`config.mk`:
```
export PLATFORM = sky130hd
export DESIGN_NAME = fsd_ram
export DESIGN_NICKNAME = d
export VERILOG_FILES = /design/src/rtl/fsd_ram.sv
export SDC_FILE = /design/constraint.sdc
export NUM_CORES = 1
export LEC_CHECK = 0
export ABC_AREA = 1
export BUFFER_PORTS_ARGS = -buffer_cell sky130_fd_sc_hd__buf_2
export CORE_MARGIN = 10
export CORE_UTILIZATION = 32
export CTS_CLUSTER_DIAMETER = 200
export CTS_CLUSTER_SIZE = 14
export DETAILED_ROUTE_END_ITERATION = 8
export SYNTH_ARGS = -nofsm -noshare
export SYNTH_HDL_FRONTEND = slang
export SYNTH_SLANG_ARGS = --single-unit
```
`constraint.sdc`:
```
create_clock -name i_clk -period 1.1 [get_ports i_clk]
set_input_delay 0.055 -clock i_clk [delete_from_list [all_inputs] [get_ports i_clk]]
set_output_delay 0.055 -clock i_clk [all_outputs]
set_load 0.01 [all_outputs]
```
`src/rtl/fsd_ram.sv`:
```
// ----------------------------------------------------------------------------
// fsd_ram
// Generic single-write, single-read RAM with registered read data.
// ----------------------------------------------------------------------------
module fsd_ram #(
    parameter int WIDTH = 8,
    parameter int DEPTH = 16
) (
    input  logic                     i_clk,
    input  logic                     i_we,
    input  logic [$clog2(DEPTH)-1:0] i_waddr,
    input  logic [WIDTH-1:0]         i_wdata,
    input  logic                     i_re,
    input  logic [$clog2(DEPTH)-1:0] i_raddr,
    output logic [WIDTH-1:0]         o_rdata
);

    logic [WIDTH-1:0] r_mem [DEPTH];
    logic [WIDTH-1:0] r_rdata;

    always_ff @(posedge i_clk) begin
        if (i_we) begin
            r_mem[i_waddr] <= i_wdata;
        end
        if (i_re) begin
            r_rdata <= r_mem[i_raddr];
        end
    end

    assign o_rdata = r_rdata;

endmodule
```
==> results of run 1 <==
cell usage after synthesis:
cell,number
nand3_1,97
nor2_1,17
buf_4,4
buf_6,6
inv_2,2
buf_1,1
inv_1,100
buf_2,13
nand3b_1,2
edfxtp_1,136
nand2_1,173
worst register-to-register path: cells and delay by family, from the launching register on:
family | cells | cell delay (ns)
simple gates | 5 | 0.41
buf+inv | 1 | 0.06
flops | 1 | 0.36
registers in the layout (all words and copies together) (netlist names):
name,cells
o_rdata,8
r_mem,128
timing repair:
| action | 4_1_cts | 5_1_grt |
|---|---|---|
| gates resized for setup | 4 | 32 |
| endpoints found under the hold margin | 7 | 0 |
| hold buffers | 1 | 0 |
| endpoints found under the setup margin | 1 | 10 |
| pin swaps | 1 | 25 |
power by group through the flow:
stage / combinational [mW] / sequential (mW) / clock, mW
3_5_place_dp: 0.738 / 5.98 / 0
5_1_grt: 0.869 / 5.89 / 5.55
3_3_place_gp: 0.729 / 5.98 / 0
2_1_floorplan: 0.409 / 5.99 / 0
4_1_cts: 0.748 / 5.88 / 5.27
6_report: 0.787 / 5.88 / 5.19
cells by family after synthesis:
logic type | after synthesis | share of synthesized area (%)
flops | 136 | 69.8
simple gates | 289 | 20.8
buf+inv | 126 | 9.39
final cells by class:
cell class                 count  area share [%]
clock buffer                  24            6.42
clock inverter                 6            1.09
inverter                     102            5.44
multi-input combinational    289            19.5
sequential                   136            58.1
tap                          229            4.07
timing repair buffer          50            5.43
per-stage QoR:
| step | setup WS (ns) | util [%] |
|---|---|---|
| 6_report | 0.0168 | 39.2 |
| 4_1_cts | 0.000740 | 38.4 |
| 3_3_place_gp | -0.227 | 35.3 |
| 3_5_place_dp | -0.191 | 35.3 |
| 2_1_floorplan | 0.0942 | - |
| 5_1_grt | -0.0594 | 39.2 |
worst max-delay path by stage:
| stage | from | cells after the start | endpoint | slack (ns) |
|---|---|---|---|---|
| 5_1_grt | r_mem[9][4] | 6 | o_rdata[4] | -0.06 |
| 3_5_place_dp | i_raddr[1] | 6 | o_rdata[2] | -0.19 |
| 2_1_floorplan | i_waddr[3] | 2 | r_mem[4][0] | 0.09 |
| 3_3_place_gp | i_raddr[1] | 6 | o_rdata[2] | -0.23 |
| 4_1_cts | r_mem[1][2] | 6 | o_rdata[2] | 0.0007 |
| 6_report | r_mem[8][4] | 6 | o_rdata[4] | 0.02 |
layer usage:
| metal | track usage, % | vias to the layer above | wire length, µm |
|---|---|---|---|
| met1 | 15.4 | 1879 | 6290 |
| met5 | 0 | - | 0 |
| li1 | - | 1864 | - |
| met2 | 17.5 | 123 | 6450 |
| met3 | 3.50 | 15 | 837 |
| met4 | 4.81 | 0 | 255 |
==> results.cfg, run 1 <==
[status]
outcome = complete, no violations

[sta]
hold_ws_ns = 0.0495
finalCritPeriodShare_pct = 98.5
tightestPinTransition_ns = 0.652
period_minus_slack_ns = 1.08
fmaxAchievable_ghz = 0.923
final-setup-viol-count = 0
final.setup.tns_ns = 0
rsz0062_at_grt = true
slew_headroom_pct = 56.5
drv_slew = 0
clock_skew_ns = 0.00857
hold_viol = 0

[critical_path]
crit_slowest_cell = edfxtp_1
critPathMaxFanout = 1
rr_startpoint = r_mem[8][4]
crit_required_ns = 1.27
critical-path-top-delay-family = simple AND/OR/NAND/NOR gates
setup.worst_path.end_class = register
crit_type = reg2reg
crit_chain = inv_1 -> nand2_1 -> nand3_1 -> nand3_2 -> nand3_1 -> nand2_1
regToRegSetupSlack_ns = 0.02
max_stage_delay_ns = 0.36
crit_buf_inv = 1
critPathLaunchType = register
worstReg2RegEnd = o_rdata[4]
r2r_cells = 6
arrival_ns = 1.25

[hold_path]
min_path_cells = 1
min_from = i_wdata[4]
whs_endpoint = r_mem[6][4]
hp-class = in2reg

[synth]
synth-seq-cells = 136
synth.yosys.seq_area_share_pct = 69.8
synth.top_cell.area_share_pct = 69.8
yosysTopAreaCell = edfxtp_1
ys_types = 11
netlist_area_um2 = 5850
synth_nets = 570
syn_avg_cell_area_um2 = 10.6
synth_warnings = 0
synthTopCellsByArea = edfxtp_1, nand2_1, nand3_1
synthCells = 551

[place]
dp_hpwl_mm = 8.84
place_inst = 805
routabilityCongestion = 0.823
postPlaceCellArea_um2 = 6330
port_buffers = 26

[clock_network]
postCtsSetupBuffers = 0
cts-root-buf = clkbuf_16
path_clk_slew_ns = 0.05
clockBufferDepth = 2
clock_sinks = 136
clkLatencyLatePin_ns = 0.42
htreeDepth = 4
cts_tree = yes
cts_buffers = 17

[job]
drv_cap = 0

[final_layout]
stdcell_count = 836
nets = 615
final_common_cell = nand2_1
final_cell_mix = nand2_1, edfxtp_1, inv_1
antenna_cells = 0
drive_above_1_share_pct = 17.5
register_area_um2 = 4080
postLayoutCellArea_um2 = 7030
area_growth_pct = 20.3
fill_cells = 1698
multiInputGateArea_um2 = 1370

[floorplanning]
die_x_um = 155
dieArea_um2 = 24100
coreArea_um2 = 18000
ioPinCount = 27
die-height_um = 155
initial_core_util_pct = 32.5
rows = 49

[detailed_routing]
drt_iter0_markers = 345
detail-route-antenna-nets = 0
route.vias.total = 3881
drc_errors = 0
dr.pass1.iters = 7
viasPerCell = 4.64
wl_mm = 13.8
avgRoutedWirePerCell_um = 16.5

[power]
power_density_nw_per_um2 = 1690
power.total_mw = 11.9
swShare_pct = 20.9
p_switching_mw = 2.48
pwr-share-clk_pct = 43.8
p_leak_nw = 2.99
vdd_drop_max_mv = 1.17
internal-power_mw = 9.37
pwr-share-comb_pct = 6.6
pwr-share-seq_pct = 49.6

[grt]
grt_max_degree = 65
grt_first_pass_wirelength_mm = 21.3
grt_overflow = 0
track_usage_pct = 11.7
grt_pass1_vias = 3714
antenna_found_initial = 0
Note: power is estimated with default switching activity, not from simulation.
==> run 2, diff against run 1 <==
--- a/config.mk
+++ b/config.mk
@@ -12,6 +12,8 @@
 export CTS_CLUSTER_DIAMETER = 200
 export CTS_CLUSTER_SIZE = 14
 export DETAILED_ROUTE_END_ITERATION = 8
+export GPL_TIMING_DRIVEN = 0
+export PLACE_DENSITY = 0.46
 export SYNTH_ARGS = -nofsm -noshare
 export SYNTH_HDL_FRONTEND = slang
 export SYNTH_SLANG_ARGS = --single-unit
==> run 2 against run 1 <==
The flow now finishes with violations (negative setup slack). Die area is the same. Combinational power grew 18%. Maximum frequency shrank 1.9%. Highest routed layer unchanged.
==> results.cfg, run 2 (same netlist as run 1, synthesis figures left out) <==
[clock_network]
clkLatencyLatePin_ns = 0.42
cts-root-buf = clkbuf_16
path_clk_slew_ns = 0.06
clock_sinks = 136
cts_buffers = 17
cts_tree = yes
htreeDepth = 4
clockBufferDepth = 2

[sta]
fmaxAchievable_ghz = 0.906
tightestPinTransition_ns = 0.846
drv_slew = 0
clock_skew_ns = 0.00392
hold_viol = 0
final-setup-viol-count = 1
finalCritPeriodShare_pct = 100
final.setup.tns_ns = -0.00423
slew_headroom_pct = 43.4
period_minus_slack_ns = 1.10
layout_setup_ws_ns = -0.00423
rsz0062_at_grt = true

[critical_path]
rr_startpoint = r_mem[6][6]
crit_required_ns = 1.27
setup.worst_path.end_class = register
critPathLaunchType = register
crit_start = r_mem[6][6]
critPathMaxFanout = 1
crit_type = reg2reg
arrival_ns = 1.27
r2r_cells = 6

[place]
place_inst = 803
dp_hpwl_mm = 10.5
postPlaceCellArea_um2 = 6250
routabilityCongestion = 0.847
port_buffers = 23

[detailed_routing]
route.vias.total = 3827
detail-route-antenna-nets = 0
wl_mm = 15.5
dr.pass1.iters = 5
avgRoutedWirePerCell_um = 18.6
drt_iter0_markers = 207
drc_errors = 0
viasPerCell = 4.58

[power]
pwr-share-clk_pct = 46.4
p_leak_nw = 3.07
pwr-share-seq_pct = 46.2
swShare_pct = 22.2
internal-power_mw = 9.88
pwr-share-comb_pct = 7.3
p_switching_mw = 2.82
vdd_drop_max_mv = 1.10
power.total_mw = 12.7
power_density_nw_per_um2 = 1730

[final_layout]
multiInputGateArea_um2 = 1690
postLayoutCellArea_um2 = 7340
largest_reg_flops = 128
register_area_um2 = 4080
stdcell_count = 836
final_cell_mix = nand2_1, edfxtp_1, inv_1
area_growth_pct = 25.6
drive_above_1_share_pct = 32.3
nets = 613
antenna_cells = 0
fill_cells = 1765
largest-register = r_mem
final_core_util_pct = 40.9

[status]
outcome = complete, but fails checks
violations = negative setup slack

[grt]
antenna_found_initial = 0
grt_first_pass_wirelength_mm = 23.3
grt_overflow = 0
track_usage_pct = 13.2
grt_max_degree = 17
grt_pass1_vias = 3799

[floorplanning]
die-height_um = 155
dieArea_um2 = 24100
initial_core_util_pct = 32.5
ioPinCount = 27
rows = 49
die_x_um = 155
coreArea_um2 = 18000

[hold_path]
min_path_cells = 1
hp-class = in2reg
min_from = i_wdata[4]

[job]
drv_cap = 0
run 2: timing repair:
item / CTS / global route
buffers inserted: 0 / 0
setup endpoints to repair: 40 / 59
hold buffers: 1 / 0
cloned: 0 / 0
hold endpoints to repair: 8 / 0
gates resized for setup: 35 / 85
pin swaps: 4 / 27
run 2: stage by stage:
| stage | setup slack (ns) | hold WS, ns |
|---|---|---|
| floorplan | 0.0942 | 0.154 |
| global route | -0.0405 | 0.0593 |
| finish | -0.00423 | 0.0573 |
| CTS | -0.0632 | 0.0580 |
| global placement | -0.505 | 0.386 |
| detailed placement | -0.501 | 0.402 |
run 2: area by class of cell:
class / count / area share (%)
tap: 229 / 3.90
clock buffer: 18 / 5.84
timing repair buffer: 24 / 1.70
buffer: 24 / 2.27
inverter: 102 / 5.21
clock inverter: 14 / 2.47
multi-input combinational: 289 / 23.0
sequential: 136 / 55.6
run 2: worst paths after layout:
path / endpoint / slack, ns
max: o_rdata[6] / -0.004
min: r_mem[6][4] / 0.06
max reg2reg: o_rdata[6] / -0.004
min reg2reg: o_rdata[5] / 0.79
run 2: worst max-delay path, stage by stage (launching register included):
cell and delay, ns:
edfxtp_1 0.37, inv_1 0.07, nand2_1 0.06, nand3_2 0.09, nand3_1 0.09, nand3_1 0.11
nand2_2 0.07
run 2: power by group through the flow:
stage / clock network (mW) / registers [mW] / logic (mW)
finish: 5.90 / 5.87 / 0.931
global route: 6.20 / 5.87 / 1.02
global placement: 0 / 5.97 / 0.778
detailed placement: 0 / 5.98 / 0.783
CTS: 5.97 / 5.87 / 0.838
floorplan: 0 / 5.99 / 0.409
run 2: per-layer routing:
metal	track usage [%]	share of wire (%)	vias to the layer above
met5	0	0	-
met1	18.2	49	1859
met3	3.20	3.8	18
met2	19.7	45	82
li1	-	-	1868
met4	4.99	1.7	0
